===== src/hw/rtl/twcr_pkg.sv =====
// Package of types, constants and codes shared by the textured wall column renderer.
`default_nettype none
package twcr_pkg;

    localparam int SCREEN_HEIGHT = 64;
    localparam int TEX_DIM_MAX   = 64;

    localparam int DIM_W      = 7;
    localparam int Y_W        = $clog2(SCREEN_HEIGHT);
    localparam int LH_W       = $clog2(SCREEN_HEIGHT + 1);
    localparam int TIDX_W     = 12;
    localparam int REGION_W   = $clog2(TEX_DIM_MAX * TEX_DIM_MAX);
    localparam int RIDX_W     = (REGION_W < TIDX_W) ? REGION_W : TIDX_W;
    localparam int STORE_DEPTH = 4 * TEX_DIM_MAX * TEX_DIM_MAX;
    localparam int STORE_AW   = $clog2(STORE_DEPTH);
    localparam int DIV_STEPS  = 14;
    localparam int CNT_W      = $clog2(DIV_STEPS);
    localparam int CFG_IDX_W  = 4;
    localparam int CFG_REG_COUNT = 8;

    localparam logic [31:0] DARK_MASK = 32'd8355711;

    localparam logic [1:0] TEX_NORTH = 2'd0;
    localparam logic [1:0] TEX_SOUTH = 2'd1;
    localparam logic [1:0] TEX_EAST  = 2'd2;
    localparam logic [1:0] TEX_WEST  = 2'd3;

    typedef enum logic {
        ACT_LOAD   = 1'b0,
        ACT_COLUMN = 1'b1
    } twcr_kind_t;

    typedef enum logic [2:0] {
        F_IDLE,
        F_MUL,
        F_FRAC,
        F_TX,
        F_DIV_LH,
        F_RANGE,
        F_DIV_Q0,
        F_DIV_S
    } twcr_fstate_t;

    typedef struct packed {
        logic               action;
        logic [1:0]         texture_select;
        logic [11:0]        texel_index;
        logic [31:0]        texel_color;
        logic [9:0]         column_x;
        logic               hit_side;
        logic signed [31:0] pos_x;
        logic signed [31:0] pos_y;
        logic signed [31:0] ray_dir_x;
        logic signed [31:0] ray_dir_y;
        logic [30:0]        perp_dist;
        logic signed [7:0]  view_offset;
    } twcr_in_t;

    typedef struct packed {
        logic [9:0]  pixel_x;
        logic [5:0]  pixel_y;
        logic [31:0] pixel_color;
        logic        last_pixel;
    } twcr_out_t;

    typedef struct packed {
        twcr_kind_t        kind;
        logic [1:0]        sel;
        logic [TIDX_W-1:0] tidx;
        logic [31:0]       color;
        logic [9:0]        x;
        logic              side;
        logic [DIM_W-1:0]  w;
        logic [DIM_W-1:0]  h;
        logic [DIM_W-1:0]  tx;
        logic [Y_W-1:0]    y_start;
        logic [Y_W-1:0]    y_end;
        logic [DIM_W-1:0]  q0;
        logic [DIM_W-1:0]  r0;
        logic [DIM_W-1:0]  sq;
        logic [DIM_W-1:0]  sr;
        logic [LH_W-1:0]   lh;
    } twcr_entry_t;

endpackage
`default_nettype wire


===== src/hw/rtl/twcr_queue.sv =====
// Two-entry queue between the front end and the back end.
`default_nettype none
module twcr_queue (
    input  wire logic                  clk,
    input  wire logic                  rst_n,
    input  wire logic                  push_valid,
    output logic                       push_ready,
    input  wire twcr_pkg::twcr_entry_t push_data,
    output logic                       pop_valid,
    input  wire logic                  pop_ready,
    output twcr_pkg::twcr_entry_t      pop_data
);
    import twcr_pkg::*;

    twcr_entry_t slot_reg [2];
    logic       wr_ptr_reg, rd_ptr_reg;
    logic [1:0] count_reg;
    logic       push, pop;

    assign push_ready = (count_reg != 2'd2);
    assign pop_valid  = (count_reg != 2'd0);
    assign pop_data   = slot_reg[rd_ptr_reg];
    assign push       = push_valid && push_ready;
    assign pop        = pop_valid && pop_ready;

    always_ff @(posedge clk)
    begin
        if (push)
        begin
            slot_reg[wr_ptr_reg] <= push_data;
        end
    end

    always_ff @(posedge clk or negedge rst_n)
    begin
        if (!rst_n)
        begin
            wr_ptr_reg <= 1'b0;
            rd_ptr_reg <= 1'b0;
            count_reg  <= 2'd0;
        end
        else
        begin
            if (push)
            begin
                wr_ptr_reg <= !wr_ptr_reg;
            end
            if (pop)
            begin
                rd_ptr_reg <= !rd_ptr_reg;
            end
            count_reg <= count_reg + 2'(push) - 2'(pop);
        end
    end
endmodule
`default_nettype wire


===== config.mk =====
export PLATFORM = sky130hd
export DESIGN_NAME = twcr_queue
export DESIGN_NICKNAME = d
export VERILOG_FILES = /design/src/hw/rtl/twcr_pkg.sv /design/src/hw/rtl/twcr_queue.sv
export SDC_FILE = /design/constraint.sdc
export NUM_CORES = 1
export LEC_CHECK = 0
export BUFFER_PORTS_ARGS = -buffer_cell sky130_fd_sc_hd__buf_2
export CELL_PAD_IN_SITES_DETAIL_PLACEMENT = 0
export CELL_PAD_IN_SITES_GLOBAL_PLACEMENT = 1
export CORE_MARGIN = 3
export CORE_UTILIZATION = 47
export DETAILED_ROUTE_END_ITERATION = 6
export GPL_TIMING_DRIVEN = 0
export PLACE_DENSITY = 0.82
export SLEW_MARGIN = 0
export SYNTH_ARGS = -nofsm -noshare
export SYNTH_HDL_FRONTEND = slang
export SYNTH_SLANG_ARGS = --single-unit

===== constraint.sdc =====
create_clock -name clk -period 12.36 [get_ports clk]
set_input_delay 1.236 -clock clk [delete_from_list [all_inputs] [get_ports clk]]
set_output_delay 1.236 -clock clk [all_outputs]
set_load 0.02 [all_outputs]

**Word-level counts from Yosys, hierarchy flattened**

Memory sizes are Yosys's and may differ from the RTL's.
Cells that the tools add are included.

- Register bits: 4
- Latch bits: 0
- Bits in writable memories: 252
- Memory bits (read-only): 0
- Bits of input ports: 130
- Output and inout bits: 128
- Word-level logic and storage cells: 14
- Memories kept: 1

- $add $sub $neg: 2
- Multiply operators: 0
- Divide/modulo/power cells: 0
- $lt $le $gt $ge: 0
- Equality and inequality tests: 1
- Shifts and indexed selects: 0
- Multiplexer cells: 2
- Bitwise operators: 0
- Reductions and logical operators: 5

Memory list:

| name | depth | width | rd ports | clocked after memory_dff | write ports | RTL line | source |
|---|---|---|---|---|---|---|---|
| slot_reg | 2 | 126 | 1 | 0 | 1 | twcr_queue.sv:15 | `twcr_entry_t slot_reg [2];` |

Operator list:

| kind | number |
|---|---|
| 2-bit by 1-bit adder with 2-bit output | 1 |
| 1-bit logical AND | 2 |
| 1-bit logical NOT | 2 |
| 1-bit two-way mux | 2 |
| 2-bit != test (second input constant) | 1 |
| 2-bit nonzero test | 1 |
| 2-bit by 1-bit subtractor with 2-bit output | 1 |

**Longest topological paths before layout**

- Depth after elaboration: 4
- Depth in mapped cells: 5
- Depth with buffers taken out: 5

**Worst setup path before layout**

Ideal clock, no wire load.

- Kind: input to register
- From: input port push_valid
- To: memory slot_reg[0][0] in the netlist's numbering (enable)
- Setup time: 0.613 ns
- Arrival: 6.553 ns
- Data required time: 11.747 ns
- Path slack: 5.195 ns
- Cell stages on the path: 2
- Buffers on the path: 0
- Cells stage by stage: nand2_1 -> nor2_1

- Cells in the longest elaborated chain, start to end: 3

Ends and longest elaborated chain:

| element | RTL line | source |
|---|---|---|
| start, declared | twcr_queue.sv:6 | `input wire logic push_valid,` |
| 1-bit logical AND | twcr_queue.sv:23 | `assign push = push_valid && push_ready;` |
| 1-bit two-way mux | twcr_queue.sv:28 | `if (push)` |
| 1-bit two-way mux (implied by the code) | twcr_queue.sv:30 | `slot_reg[wr_ptr_reg] <= push_data;` |
| end, declared | twcr_queue.sv:15 |  |

Every way passes these cells.

==> metrics.md <==
| Metric | Value |
|---|---|
| Drt pass-1 iters | 4 |
| Slowest cell on crit path | dfrtp_1 |
| Leak | 4.61 nW |
| Resized Gates After CTS | 0 |
| Vias per Instance | 4.89 |
| Worst EP required | 11.12 ns |
| Slew HR | 41.5% |
| Mux cell area share after synthesis | 16.3% |
| Clock Tree Buf Depth | 3 |
| Initial core utilization | 48.1% |
| Fraction of registers with async set/reset | 1.56% |
| CTS tree | built |
| Post-layout min period | 3.13 ns |
| Syn Nets | 545 |
| Max reg flops | 252 |
| Setup CP Type | reg -> out |
| WL final | 17900 µm |
| Crit path DAT | 1.89 ns |
| Vias in the first global route | 5209 |
| CTS root buffer | clkbuf_16 |
| Status | completed |
| Antenna violations before repair | 4 |
| Finished Cell Area | 12000 µm² |
| H-tree depth | 1 |
| CP Launch Type | flip-flop |
| Post-CTS Setup Inserts | 0 |
| Yosys warning count | 0 |
| CTS sink count | 256 |
| Std-Cell Rows | 51 |
| Worst-Margin Slew | 0.876 ns |
| Core area | 19600 µm² |
| Layout cells sized above 1 | 61.2% |
| Initial DRC Count | 151 |
| GR Util All Layers | 15.6% |
| Clock latency on the worst-skew pair | 0.52 ns |
| Worst Clk Skew | 0.0230 ns |
| Io pins | 258 |
| # DRC | 0 |
| Most common cell in the netlist | edfxtp_1 |
| Commonest cells in the netlist | edfxtp_1, mux2_2, mux2_4, buf_2, buf_6 |
| Max FO, Critical Path | 10 |
| Sequential fraction of the synthesis area | 81.4% |
| Syn Area/Cell | 22.8 µm² |
| F_max | 320 MHz |
| Antenna-violating nets left | 0 |
| Die W | 148 µm |
| Total power | 0.00301 W |
| Unrepaired setup endpoints after global routing | no |
| Hold Buf Count CTS | 0 |
| Worst min path class | in -> async |
| Crit-path most repeated cell | buf_6 |
| Synth Register Bits | 256 |
| Total gr overflow | 0 |
| Period utilization | 25.3% |
| XOR/XNOR Fraction of Synth Area | 0.279% |
| Largest net degree at the start of global routing | 61 |
| Pins Over Slew Limit | 0 |
| WP buf/inv | 4 |
| Die area | 21800 µm² |
| Main combinational cell family by area after synthesis | multiplexers |
| VDD IR max | 0.000139 V |
| Top cell type by total area after synthesis | edfxtp_1 |
| CP endpoint kind | output pin |
| Num CTS Buffers | 27 |
| Post-synth EDFFs | 252 |
| Synth Area in Adders | 0.133% |
| CP Cell Sequence | buf_6 > buf_6 > buf_6 > mux2_4 > buf_2 |
| Mapped Cells | 414 |
| Total of max-cap violations | 0 |
| WL per Instance | 18.0 µm |
| Global-route wire length before repair | 27100 µm |
| P&R area growth vs syn | 27.7% |
| Synth cell types | 19 |
| TNS Setup | 0 ns |
| Crit-path max cell delay | 0.34 ns |
| Clock-pin slew on the worst setup and hold paths | 0.06 ns |
| Post-Synth Simple-Gate Area | 0.624% |
| Compound-gate portion of the synthesized area | 0.252% |
| Die H | 148 µm |
| Port bufs | 257 |
| Via count | 4850 |
| Post-Place Cell Area | 11200 µm² |
| Mapped cell area | 9420 µm² |
| Endpoints failing setup | 0 |
| Top cells by area, synth | edfxtp_1, mux2_2, mux2_4 |
| Detailed Place HPWL | 12600 µm |
| Global placer's final weighted congestion | 0.747 |
| Final nets | 837 |
| Critical path's top delay family | buffers and inverters |
| Final Hold Violating Endpoints | 0 |
| PwrDens | 250 nW/µm² |
| Ys flop type | edfxtp_1 |
| Top cell type's share of synthesized area | 80.3% |
## worst register-to-register path, delay by kind of cell (launching register included)
family                 cells  cell delay [ns]
buffers and inverters      2             0.52
flip-flops                 1             0.43
AND/OR/NAND/NOR            3             1.03
## power breakdown
group	internal [W]	total (W)	switching (W)
combinational	0.000428	0.00103	0.000607
clock	0.000441	0.000746	0.000304
sequential	0.00118	0.00123	0.0000456
## path summary, 6_finish.rpt
check / cells past startpoint / from / to / slack, ns
worst min register to register: 1 / wr_ptr_reg / wr_ptr_reg / 0.58
worst max register to register: 5 / count_reg[0] / slot_reg[0][88] / 10.08
worst max-delay path: 5 / rd_ptr_reg / pop_data[114] / 9.23
min in group clk: 1 / wr_ptr_reg / wr_ptr_reg / 0.58
worst min-delay path: 1 / rst_n / count_reg[1] / 0.51
max in group asynchronous: 1 / rst_n / count_reg[0] / 11.72
## cells in the final DEF, fill, tap and decap left out, types with 2 or more instances in the layout
master	instances
mux2_2	96
bufinv_16	2
buf_2	266
buf_16	3
buf_6	5
clkinv_4	2
edfxtp_1	252
mux2_4	30
clkbuf_16	27
buf_12	3
clkbuf_1	5
nor2_1	2
dfrtp_1	4
nand2_1	2
clkinv_2	5
xnor2_1	3
clkinv_1	7
## stage by stage
step | worst slack (ns) | util (%) | instances | hold WS (ns)
after floorplan | 5.19 | - | 414 | 0.460
after CTS | 9.18 | 61.4 | 991 | 0.485
after detailed placement | 9.25 | 57.1 | 942 | 0.560
after global placement | 2.47 | 56.4 | 936 | 0.475
final | 9.23 | 61.4 | 992 | 0.509
after global routing | 9.14 | 61.4 | 992 | 0.491
## layer usage
layer	GRT usage (%)	share of wire, %	up-vias
met4	4.61	2.8	6
met3	5.73	9.2	48
li1	-	-	2241
met5	0	0.19	-
met1	18.1	38	2365
met2	27.3	50	190
## cell families after synthesis
logic type / Yosys count
AO/OA/AOI/OAI: 3
XOR/XNOR: 3
AND/OR/NAND/NOR: 11
adder cells (fa/ha/maj): 1
buffers and inverters: 14
flip-flops: 256
multiplexers: 126
## layout make-up
type	instances	area, µm²
Timing Repair Buffer	263	1430
Sequential cell	256	7670
Clock buffer	32	694
Fill cell	1421	7560
Buffer	14	101
Clock inverter	17	138
Tap cell	265	332
Multi-Input combinational cell	144	1670
Antenna cell	1	2.50
Power figures use the tool's default switching activity.
