**src/hw/rtl/twcr_pkg.sv**
```systemverilog
// Package of types, constants and codes shared by the textured wall column renderer.
`default_nettype none
package twcr_pkg;

    localparam int SCREEN_HEIGHT = 64;
    localparam int TEX_DIM_MAX   = 64;

    localparam int DIM_W      = 7;
    localparam int Y_W        = $clog2(SCREEN_HEIGHT);
    localparam int LH_W       = $clog2(SCREEN_HEIGHT + 1);
    localparam int TIDX_W     = 12;
    localparam int REGION_W   = $clog2(TEX_DIM_MAX * TEX_DIM_MAX);
    localparam int RIDX_W     = (REGION_W < TIDX_W) ? REGION_W : TIDX_W;
    localparam int STORE_DEPTH = 4 * TEX_DIM_MAX * TEX_DIM_MAX;
    localparam int STORE_AW   = $clog2(STORE_DEPTH);
    localparam int DIV_STEPS  = 14;
    localparam int CNT_W      = $clog2(DIV_STEPS);
    localparam int CFG_IDX_W  = 4;
    localparam int CFG_REG_COUNT = 8;

    localparam logic [31:0] DARK_MASK = 32'd8355711;

    localparam logic [1:0] TEX_NORTH = 2'd0;
    localparam logic [1:0] TEX_SOUTH = 2'd1;
    localparam logic [1:0] TEX_EAST  = 2'd2;
    localparam logic [1:0] TEX_WEST  = 2'd3;

    typedef enum logic {
        ACT_LOAD   = 1'b0,
        ACT_COLUMN = 1'b1
    } twcr_kind_t;

    typedef enum logic [2:0] {
        F_IDLE,
        F_MUL,
        F_FRAC,
        F_TX,
        F_DIV_LH,
        F_RANGE,
        F_DIV_Q0,
        F_DIV_S
    } twcr_fstate_t;

    typedef struct packed {
        logic               action;
        logic [1:0]         texture_select;
        logic [11:0]        texel_index;
        logic [31:0]        texel_color;
        logic [9:0]         column_x;
        logic               hit_side;
        logic signed [31:0] pos_x;
        logic signed [31:0] pos_y;
        logic signed [31:0] ray_dir_x;
        logic signed [31:0] ray_dir_y;
        logic [30:0]        perp_dist;
        logic signed [7:0]  view_offset;
    } twcr_in_t;

    typedef struct packed {
        logic [9:0]  pixel_x;
        logic [5:0]  pixel_y;
        logic [31:0] pixel_color;
        logic        last_pixel;
    } twcr_out_t;

    typedef struct packed {
        twcr_kind_t        kind;
        logic [1:0]        sel;
        logic [TIDX_W-1:0] tidx;
        logic [31:0]       color;
        logic [9:0]        x;
        logic              side;
        logic [DIM_W-1:0]  w;
        logic [DIM_W-1:0]  h;
        logic [DIM_W-1:0]  tx;
        logic [Y_W-1:0]    y_start;
        logic [Y_W-1:0]    y_end;
        logic [DIM_W-1:0]  q0;
        logic [DIM_W-1:0]  r0;
        logic [DIM_W-1:0]  sq;
        logic [DIM_W-1:0]  sr;
        logic [LH_W-1:0]   lh;
    } twcr_entry_t;

endpackage
`default_nettype wire

```
**src/hw/rtl/twcr_front.sv**
```systemverilog
// Front end: accepts transactions, holds the texture sizes and prepares column work.
`default_nettype none
module twcr_front (
    input  wire logic                           clk,
    input  wire logic                           rst_n,
    input  wire logic                           in_valid,
    output logic                                in_ready,
    input  wire twcr_pkg::twcr_in_t             in_data,
    input  wire logic                           cfg_valid,
    output logic                                cfg_ready,
    input  wire logic [twcr_pkg::CFG_IDX_W-1:0] cfg_index,
    input  wire logic [twcr_pkg::DIM_W-1:0]     cfg_data,
    output logic                                push_valid,
    input  wire logic                           push_ready,
    output twcr_pkg::twcr_entry_t               push_data
);
    import twcr_pkg::*;

    twcr_fstate_t state_reg, state_next;
    logic [CNT_W-1:0] cnt_reg;
    logic pend_reg, pend_next;

    logic [DIM_W-1:0] tw_reg [4];
    logic [DIM_W-1:0] th_reg [4];

    twcr_kind_t        kind_reg;
    logic [1:0]        sel_reg;
    logic [TIDX_W-1:0] tidx_reg;
    logic [31:0]       color_reg;
    logic [9:0]        x_reg;
    logic              side_reg;
    logic              mirror_reg;
    logic [DIM_W-1:0]  w_reg;
    logic [DIM_W-1:0]  h_reg;
    logic [30:0]       perp_reg;
    logic signed [7:0] head_reg;
    logic [15:0]       pos_lo_reg;
    logic [31:0]       dir_reg;
    logic [31:0]       prod_reg;
    logic [31:0]       frac_reg;
    logic [DIM_W-1:0]  tx_reg;
    logic [LH_W-1:0]   lh_reg;
    logic [Y_W-1:0]    start_reg;
    logic [Y_W-1:0]    end_reg;
    logic [DIM_W-1:0]  q0_reg;
    logic [DIM_W-1:0]  r0_reg;
    logic [DIM_W-1:0]  sq_reg;
    logic [DIM_W-1:0]  sr_reg;
    logic [30:0]       rem_reg;
    logic [DIV_STEPS-1:0] num_reg;
    logic [DIV_STEPS-1:0] quot_reg;
    logic [30:0]       div_reg;

    logic              accept;
    logic              rdx_pos, rdy_pos, acc_side;
    logic [1:0]        acc_sel;
    logic [DIM_W-1:0]  acc_w, acc_h;
    logic [31:0]       trial, diff;
    logic              ge;
    logic [30:0]       rem_step;
    logic [DIV_STEPS-1:0] quot_step;
    logic              div_last;
    logic [38:0]       txw;
    logic [DIM_W-1:0]  tx_raw, tx_c;
    logic signed [9:0] head_ext, half_ext, s_raw, e_raw, start_c, end_c, n_c;
    logic              empty_c;
    logic [14:0]       nh_c;

    assign cfg_ready = 1'b1;
    assign accept    = in_valid && in_ready;

    always_ff @(posedge clk or negedge rst_n)
    begin
        if (!rst_n)
        begin
            for (int i = 0; i < 4; i++)
            begin
                tw_reg[i] <= DIM_W'(TEX_DIM_MAX);
                th_reg[i] <= DIM_W'(TEX_DIM_MAX);
            end
        end
        else if (cfg_valid && (32'(cfg_index) < CFG_REG_COUNT))
        begin
            if (cfg_index[0])
            begin
                th_reg[cfg_index[2:1]] <= cfg_data;
            end
            else
            begin
                tw_reg[cfg_index[2:1]] <= cfg_data;
            end
        end
    end

    assign rdx_pos  = !in_data.ray_dir_x[31] && (in_data.ray_dir_x != 32'sd0);
    assign rdy_pos  = !in_data.ray_dir_y[31] && (in_data.ray_dir_y != 32'sd0);
    assign acc_side = in_data.hit_side;

    always_comb
    begin
        if (in_data.action == ACT_LOAD)
        begin
            acc_sel = in_data.texture_select;
        end
        else if (!acc_side)
        begin
            acc_sel = rdx_pos ? TEX_NORTH : TEX_SOUTH;
        end
        else
        begin
            acc_sel = rdy_pos ? TEX_EAST : TEX_WEST;
        end
        acc_w = (tw_reg[acc_sel] == '0) ? DIM_W'(1) : tw_reg[acc_sel];
        acc_h = (th_reg[acc_sel] == '0) ? DIM_W'(1) : th_reg[acc_sel];
    end

    assign trial     = {rem_reg, num_reg[DIV_STEPS-1]};
    assign ge        = trial >= {1'b0, div_reg};
    assign diff      = trial - {1'b0, div_reg};
    assign rem_step  = ge ? diff[30:0] : trial[30:0];
    assign quot_step = {quot_reg[DIV_STEPS-2:0], ge};
    assign div_last  = (cnt_reg == CNT_W'(DIV_STEPS - 1));

    assign txw    = 39'(frac_reg) * 39'(w_reg);
    assign tx_raw = txw[38:32];
    assign tx_c   = mirror_reg ? (w_reg - tx_raw - DIM_W'(1)) : tx_raw;

    always_comb
    begin
        head_ext = 10'(head_reg);
        half_ext = $signed(10'(lh_reg >> 1));
        s_raw    = $signed(10'(SCREEN_HEIGHT / 2)) + head_ext - half_ext;
        e_raw    = $signed(10'(SCREEN_HEIGHT / 2)) + head_ext + half_ext;
        start_c  = s_raw[9] ? 10'sd0 : s_raw;
        end_c    = (e_raw >= $signed(10'(SCREEN_HEIGHT))) ?
                   $signed(10'(SCREEN_HEIGHT - 1)) : e_raw;
        empty_c  = (lh_reg == '0) || (start_c >= end_c);
        n_c      = start_c - s_raw;
        nh_c     = 15'(n_c[7:0]) * 15'(h_reg);
    end

    always_ff @(posedge clk or negedge rst_n)
    begin
        if (!rst_n)
        begin
            state_reg <= F_IDLE;
            pend_reg  <= 1'b0;
        end
        else
        begin
            state_reg <= state_next;
            pend_reg  <= pend_next;
        end
    end

    always_comb
    begin
        state_next = state_reg;
        pend_next  = pend_reg;
        in_ready   = 1'b0;
        push_valid = pend_reg;
        if (pend_reg && push_ready)
        begin
            pend_next = 1'b0;
        end
        unique case (state_reg)
            F_IDLE:
            begin
                in_ready = !pend_reg;
                if (accept)
                begin
                    if (in_data.action == ACT_LOAD)
                    begin
                        pend_next = 1'b1;
                    end
                    else
                    begin
                        state_next = F_MUL;
                    end
                end
            end
            F_MUL:    state_next = F_FRAC;
            F_FRAC:   state_next = F_TX;
            F_TX:     state_next = (perp_reg[30:16] == '0) ? F_RANGE : F_DIV_LH;
            F_DIV_LH:
            begin
                if (div_last)
                begin
                    state_next = F_RANGE;
                end
            end
            F_RANGE:  state_next = empty_c ? F_IDLE : F_DIV_Q0;
            F_DIV_Q0:
            begin
                if (div_last)
                begin
                    state_next = F_DIV_S;
                end
            end
            F_DIV_S:
            begin
                if (div_last)
                begin
                    state_next = F_IDLE;
                    pend_next  = 1'b1;
                end
            end
            default:  state_next = F_IDLE;
        endcase
    end

    always_ff @(posedge clk or negedge rst_n)
    begin
        if (!rst_n)
        begin
            cnt_reg <= '0;
        end
        else if (state_reg == F_DIV_LH || state_reg == F_DIV_Q0 || state_reg == F_DIV_S)
        begin
            cnt_reg <= div_last ? '0 : cnt_reg + CNT_W'(1);
        end
        else
        begin
            cnt_reg <= '0;
        end
    end

    always_ff @(posedge clk)
    begin
        unique case (state_reg)
            F_IDLE:
            begin
                if (accept)
                begin
                    kind_reg   <= twcr_kind_t'(in_data.action);
                    sel_reg    <= acc_sel;
                    tidx_reg   <= in_data.texel_index;
                    color_reg  <= in_data.texel_color;
                    x_reg      <= in_data.column_x;
                    side_reg   <= acc_side;
                    mirror_reg <= acc_side ? in_data.ray_dir_y[31] : rdx_pos;
                    w_reg      <= acc_w;
                    h_reg      <= acc_h;
                    perp_reg   <= in_data.perp_dist;
                    head_reg   <= in_data.view_offset;
                    pos_lo_reg <= acc_side ? in_data.pos_x[15:0] : in_data.pos_y[15:0];
                    dir_reg    <= acc_side ? in_data.ray_dir_x : in_data.ray_dir_y;
                end
            end
            F_MUL:    prod_reg <= 32'(32'(perp_reg) * dir_reg);
            F_FRAC:   frac_reg <= prod_reg + {pos_lo_reg, 16'd0};
            F_TX:
            begin
                tx_reg   <= tx_c;
                lh_reg   <= LH_W'(SCREEN_HEIGHT);
                rem_reg  <= 31'(SCREEN_HEIGHT * 4);
                num_reg  <= '0;
                quot_reg <= '0;
                div_reg  <= perp_reg;
            end
            F_DIV_LH:
            begin
                rem_reg  <= rem_step;
                num_reg  <= num_reg << 1;
                quot_reg <= quot_step;
                if (div_last)
                begin
                    lh_reg <= LH_W'(quot_step);
                end
            end
            F_RANGE:
            begin
                start_reg <= start_c[Y_W-1:0];
                end_reg   <= end_c[Y_W-1:0];
                rem_reg   <= '0;
                num_reg   <= nh_c[DIV_STEPS-1:0];
                quot_reg  <= '0;
                div_reg   <= 31'(lh_reg);
            end
            F_DIV_Q0:
            begin
                rem_reg  <= rem_step;
                num_reg  <= num_reg << 1;
                quot_reg <= quot_step;
                if (div_last)
                begin
                    q0_reg   <= quot_step[DIM_W-1:0];
                    r0_reg   <= rem_step[DIM_W-1:0];
                    rem_reg  <= '0;
                    num_reg  <= DIV_STEPS'(h_reg);
                    quot_reg <= '0;
                end
            end
            F_DIV_S:
            begin
                rem_reg  <= rem_step;
                num_reg  <= num_reg << 1;
                quot_reg <= quot_step;
                if (div_last)
                begin
                    sq_reg <= quot_step[DIM_W-1:0];
                    sr_reg <= rem_step[DIM_W-1:0];
                end
            end
            default:
            begin
            end
        endcase
    end

    always_comb
    begin
        push_data.kind    = kind_reg;
        push_data.sel     = sel_reg;
        push_data.tidx    = tidx_reg;
        push_data.color   = color_reg;
        push_data.x       = x_reg;
        push_data.side    = side_reg;
        push_data.w       = w_reg;
        push_data.h       = h_reg;
        push_data.tx      = tx_reg;
        push_data.y_start = start_reg;
        push_data.y_end   = end_reg;
        push_data.q0      = q0_reg;
        push_data.r0      = r0_reg;
        push_data.sq      = sq_reg;
        push_data.sr      = sr_reg;
        push_data.lh      = lh_reg;
    end
endmodule
`default_nettype wire

```
**config.mk**
```make
export PLATFORM = sky130hd
export DESIGN_NAME = twcr_front
export DESIGN_NICKNAME = d
export VERILOG_FILES = /design/src/hw/rtl/twcr_pkg.sv /design/src/hw/rtl/twcr_front.sv
export SDC_FILE = /design/constraint.sdc
export NUM_CORES = 2
export LEC_CHECK = 0
export BUFFER_PORTS_ARGS = -buffer_cell sky130_fd_sc_hd__buf_2
export CAP_MARGIN = 20
export CELL_PAD_IN_SITES_DETAIL_PLACEMENT = 0
export CELL_PAD_IN_SITES_GLOBAL_PLACEMENT = 1
export CORE_UTILIZATION = 49
export CTS_CLUSTER_SIZE = 28
export DETAILED_ROUTE_END_ITERATION = 7
export MAX_ROUTING_LAYER = met4
export PLACE_DENSITY_LB_ADDON = 0.1
export SETUP_SLACK_MARGIN = 0.02
export SYNTH_ARGS = -nofsm -noshare
export SYNTH_HDL_FRONTEND = slang
export SYNTH_SLANG_ARGS = --single-unit
```
**constraint.sdc**
```tcl
create_clock -name clk -period 8.5 [get_ports clk]
set_input_delay 1.275 -clock clk [delete_from_list [all_inputs] [get_ports clk]]
set_output_delay 1.275 -clock clk [all_outputs]
set_load 0.05 [all_outputs]
```
[Yosys cells after proc, flatten, opt, wreduce, memory -nomap -nowiden]
Index checks and enable logic that the tools add are counted.
Cells by class
  add/sub/neg operators: 9
  $mul: 3
  magnitude comparators: 7
  equal/unequal tests: 13
  multiplexer cells: 46
  bitwise operators: 3
  reductions and logical operators: 32
Operators by type and width (count)
  31-bit one-hot mux with 4 select lines: 1
  32-bit nonzero test: 2
  31-bit 2-to-1 mux: 2
  31-bit one-hot mux with 2 select lines: 1
  28-bit bitwise mux: 2
  14-bit one-hot mux with 4 select lines: 1
  7-bit 2-to-1 mux: 7
  32-bit by 7-bit multiplier with 39-bit output: 1
  32-bit adder: 1
  32-bit by 31-bit >= comparator with 1-bit output: 1
  31-bit by 32-bit multiplier with 32-bit output: 1
  32-bit 2-to-1 mux: 1
  31-bit subtractor: 1
  7-bit binary-select mux with 2-bit select: 2
  3-bit one-hot mux with 8 select lines: 1
  7-bit zero test: 3
  3-bit 2-to-1 mux: 6
  6-bit one-hot mux with 3 select lines: 1
  16-bit 2-to-1 mux: 1
  15-bit zero test: 1
  7-bit demux with 2-bit select: 1
  8-bit by 7-bit multiplier with 14-bit output: 1
  14-bit 2-to-1 mux: 1
  7-bit one-hot mux with 2 select lines: 1
  other kinds (36): 72
Word-level totals
  register bits after elaboration: 424
  input bits: 241
  output and inout bits: 129
  logic and storage cells: 151

[Logic depth before layout (Yosys ltp)]
  depth in word-level cells: 10
  mapped depth: 32
  depth with buffers taken out: 31

[Worst setup path before layout]
No wires, ideal clock.
  path kind: flip-flop to flip-flop
  start point: register perp_reg[4]
  end point: register prod_reg[31], data pin
  data arrival time: 7.168 ns
  required time: 8.238 ns
  path slack: 1.070 ns
  cell stages (with the launch flop): 29
  buffers on the path: 2
  period minus slack after synthesis: 7.430 ns
  cell sequence: edfxtp_1 > clkbuf_1 > clkbuf_1 > nand2_1 > fa_1 > inv_1 > fa_1 > inv_1 > fa_1 > inv_1 > fa_1 > fa_1 > inv_1 > fa_1 > inv_1 > fa_1 > inv_1 > fa_1 > inv_1 > ha_1 > a21o_1 > a21o_1 > a221oi_1 > o21ai_0 > o21ba_2 > o21ai_1 > o41ai_1 > o31ai_1 > xnor2_1
On the way
  longest elaborated chain between the ends: 1
RTL lines
  start: declaration: line twcr_front.sv:35  | logic [30:0] perp_reg;
  start signal: assignment: line twcr_front.sv:244  | perp_reg <= in_data.perp_dist;
  31-bit by 32-bit multiplier with 32-bit output: line twcr_front.sv:250  | F_MUL: prod_reg <= 32'(32'(perp_reg) * dir_reg);
  end signal: assignment: line twcr_front.sv:250
  end: declaration: line twcr_front.sv:39  | logic [31:0] prod_reg;
Every way passes these cells.
A chain may end at the register's enable or synchronous reset.

[Worst setup path after layout]
  start point: register w_reg[4]
  end point: register tx_reg[6], data pin
On the way
  longest elaborated chain between the ends: 4
RTL lines
  start: declaration: line twcr_front.sv:33  | logic [DIM_W-1:0] w_reg;
  start signal: assignment: line twcr_front.sv:242  | w_reg <= acc_w;
  32-bit by 7-bit multiplier with 39-bit output: line twcr_front.sv:124  | assign txw = 39'(frac_reg) * 39'(w_reg);
  7-bit subtractor: line twcr_front.sv:126  | assign tx_c = mirror_reg ? (w_reg - tx_raw - DIM_W'(1)) : tx_raw;
  7-bit by 1-bit subtractor with 7-bit output: line twcr_front.sv:126
  7-bit 2-to-1 mux (*): line twcr_front.sv:126
  via tx_c[6]: line twcr_front.sv:64  | logic [DIM_W-1:0] tx_raw, tx_c;
  end signal: assignment: line twcr_front.sv:254  | tx_reg <= tx_c;
  end: declaration: line twcr_front.sv:41  | logic [DIM_W-1:0] tx_reg;
Mark *: on every way through the listed nets, which the timed path passes. The rest lies on a longest branch.

==> metrics <==
placed cells 5,562; Num CTS Buffers 50; CTS Hold Bufs 0; Post-Syn Instances 4,149; first-pass GRT wire length 174,600 microns; Cell Rows 107; cts repair resizes 0; max_cap viols 0; Slew @ Worst Pin 1.272 ns; DP Area 45,680 sq um; Worst EP arrival 8.27 ns; Initial DRT Pass Iterations 6; Final Setup Violations 0; clk_lat worst skew 0.62 ns; Area Overhead vs Synth 11.97%; Worst setup EP type flop; die area 87,760 sq um; share of cells above drive strength 1 14.96%; Main synth FF type edfxtp_1; commonest non-fill, non-tap cell in the layout inv_1; GPL Wtd Cong 0.8955; design area 47,500 sq um; Seq cells post-synth 424; most frequent cells in the layout inv_1 (745), nand2_1 (716), fa_1 (590); Post-synth EDFFs 360; initial antenna violation count 6; IO Pins 370; Sequential Area 12,420 sq um; area of the mapped netlist 42,420 sq um; CTS sink count 424; FMAX 125.9 MHz; Slew Limit Fails 0; CORE AREA 85,410 sq um; sequential area share after synthesis 29.28%; Critical Path Start Type flop; multi-input logic area 26,570 sq um; Req. time, crit path 8.82 ns; Die Span Y 296.2 microns; post-route insts no fill 5,660; HPWL Detailed 87,910 microns; post-synth cell types 81; WL final 111,000 microns; grt ovf 0; Starting DRT DRC Count 1,946; critical path type flop to flop; Starting Density 49.67%; run status completed; fill count 7,813; setup TNS 0 ns; number of global-route vias before repair 30,800; Routed WL per cell 19.61 microns; fraction of registers with async set/reset 15.09%; RSZ-0062 raised after global routing no; Post CTS Setup Buffer Count 0; DR vias/cell 5.249; CTS tree done; via count 29,710; Avg Cell Area, Syn 10.22 sq um; period utilisation layout 93.48%; Clock transition at path regs 0.07 ns; largest net degree at the start of global routing 65; Worst Clk Skew 0.03566 ns; Die W 296.2 microns; maximum net fanout on the critical path 20; GRT Total Usage 26.89%; minimum clock period 7.946 ns; DRT antenna net count 0; drt drc 0; H-tree levels 2; Final nets 5,584; post-layout util 55.61%; Ys Warns 0; Clock Root Buffer clkbuf_16; Syn Nets 5,261; IO buf count 336; Hold Fails Final Rpt 0; worst hold-check path type flop to flop; Slew HR 14.30%; clk buf depth 3
==> kinds of logic (layout without fill, tap and decap cells) <==
| group | count (synthesis) | count (layout) | synth area share (%) |
|---|---|---|---|
| flops | 424 | 424 | 29.28 |
| other cells | 1 | 4 | 0.008840 |
| compound gates | 388 | 388 | 6.093 |
| simple gates | 1279 | 1279 | 13.99 |
| mux | 128 | 128 | 3.345 |
| xor+xnor | 143 | 143 | 2.952 |
| fa+ha+maj | 871 | 871 | 36.13 |
| buf+inv | 915 | 1279 | 8.196 |
==> cell usage after synthesis, types with 7 or more instances <==
master,number,share of area (%)
nor3b_1,8,0.14
o21ai_0,68,0.80
fa_1,590,28
o21a_1,13,0.23
or2_2,9,0.13
edfxtp_1,360,25
nand2b_1,16,0.24
buf_2,7,0.083
nor2b_1,29,0.43
inv_1,746,6.6
nand3_1,36,0.42
or3_1,14,0.21
o31ai_1,11,0.19
o211ai_1,8,0.14
and3_1,15,0.22
nor3_1,22,0.26
nand2_1,716,6.3
xnor2_1,107,2.2
and2_1,265,3.9
a21oi_1,108,1.3
clkbuf_1,149,1.3
a211o_1,7,0.14
mux2_2,110,2.9
o21bai_1,16,0.28
xor2_1,36,0.74
nor2_1,95,0.84
dfstp_2,8,0.50
mux2i_1,18,0.42
a21o_1,52,0.92
dfrtp_1,56,3.3
a211oi_1,25,0.44
nand4_1,14,0.21
nor4_1,24,0.35
ha_1,281,8.3
a21boi_0,9,0.16
==> critical path, cell delays in order, from the launching register on <==
cell	delay [ns]
edfxtp_1	0.93
buf_4	0.35
nand2_1	0.09
fa_1	0.48
inv_1	0.05
fa_1	0.50
fa_1	0.52
fa_1	0.49
ha_1	0.32
a21o_1	0.16
a21oi_1	0.25
o311ai_0	0.27
a22oi_1	0.39
nor2_1	0.10
a211oi_1	0.29
xor2_1	0.20
ha_1	0.26
fa_1	0.41
a21o_1	0.18
a21oi_1	0.21
o21bai_1	0.08
a21oi_1	0.17
xnor2_1	0.09
o21ai_0	0.28
o2bb2a_1	0.26
a31oi_1	0.13
o311ai_0	0.18
==> path summary, 6_finish.rpt <==
kind                            cells past startpoint     endpoint   startpoint  slack (ns)
min in group asynchronous                           2    th_reg[7]        rst_n        0.86
worst max register to register                     26    tx_reg[6]     w_reg[4]        0.55
worst max-delay path                               26    tx_reg[6]     w_reg[4]        0.55
worst min-delay path                                0  frac_reg[2]  prod_reg[2]        0.41
max in group asynchronous                           2   cnt_reg[0]        rst_n        7.09
worst min register to register                      0  frac_reg[2]  prod_reg[2]        0.41
==> stage by stage <==
stage / hold WS, ns / setup slack (ns)
6_report: 0.4091 / 0.5545
4_1_cts: 0.4136 / 0.5267
5_1_grt: 0.4219 / 0.08651
3_5_place_dp: 0.4045 / 0.5426
3_3_place_gp: 0.4023 / 0.5848
2_1_floorplan: 0.4003 / 1.070
==> routing by layer <==
metal  up-vias  share of wire, %  track usage (%)
met4         0               1.9            5.519
met3       113               5.3            2.563
met2       779                49            44.78
met5         -                 0                -
li1      13800                 -                -
met1     15010                44            35.91
==> layout make-up <==
| cell class | count | area share, % |
|---|---|---|
| multi-input cells | 2810 | 55.93 |
| flip-flops and latches | 424 | 26.15 |
| inverters | 747 | 5.913 |
| repair buffers | 439 | 5.244 |
| well taps | 1144 | 3.013 |
| clock buffers | 61 | 2.963 |
| clock inverters | 32 | 0.7691 |
| diodes | 3 | 0.01580 |
Power is not shown: default switching activity piles up to over one toggle a cycle in this logic, so the estimate is an artifact.
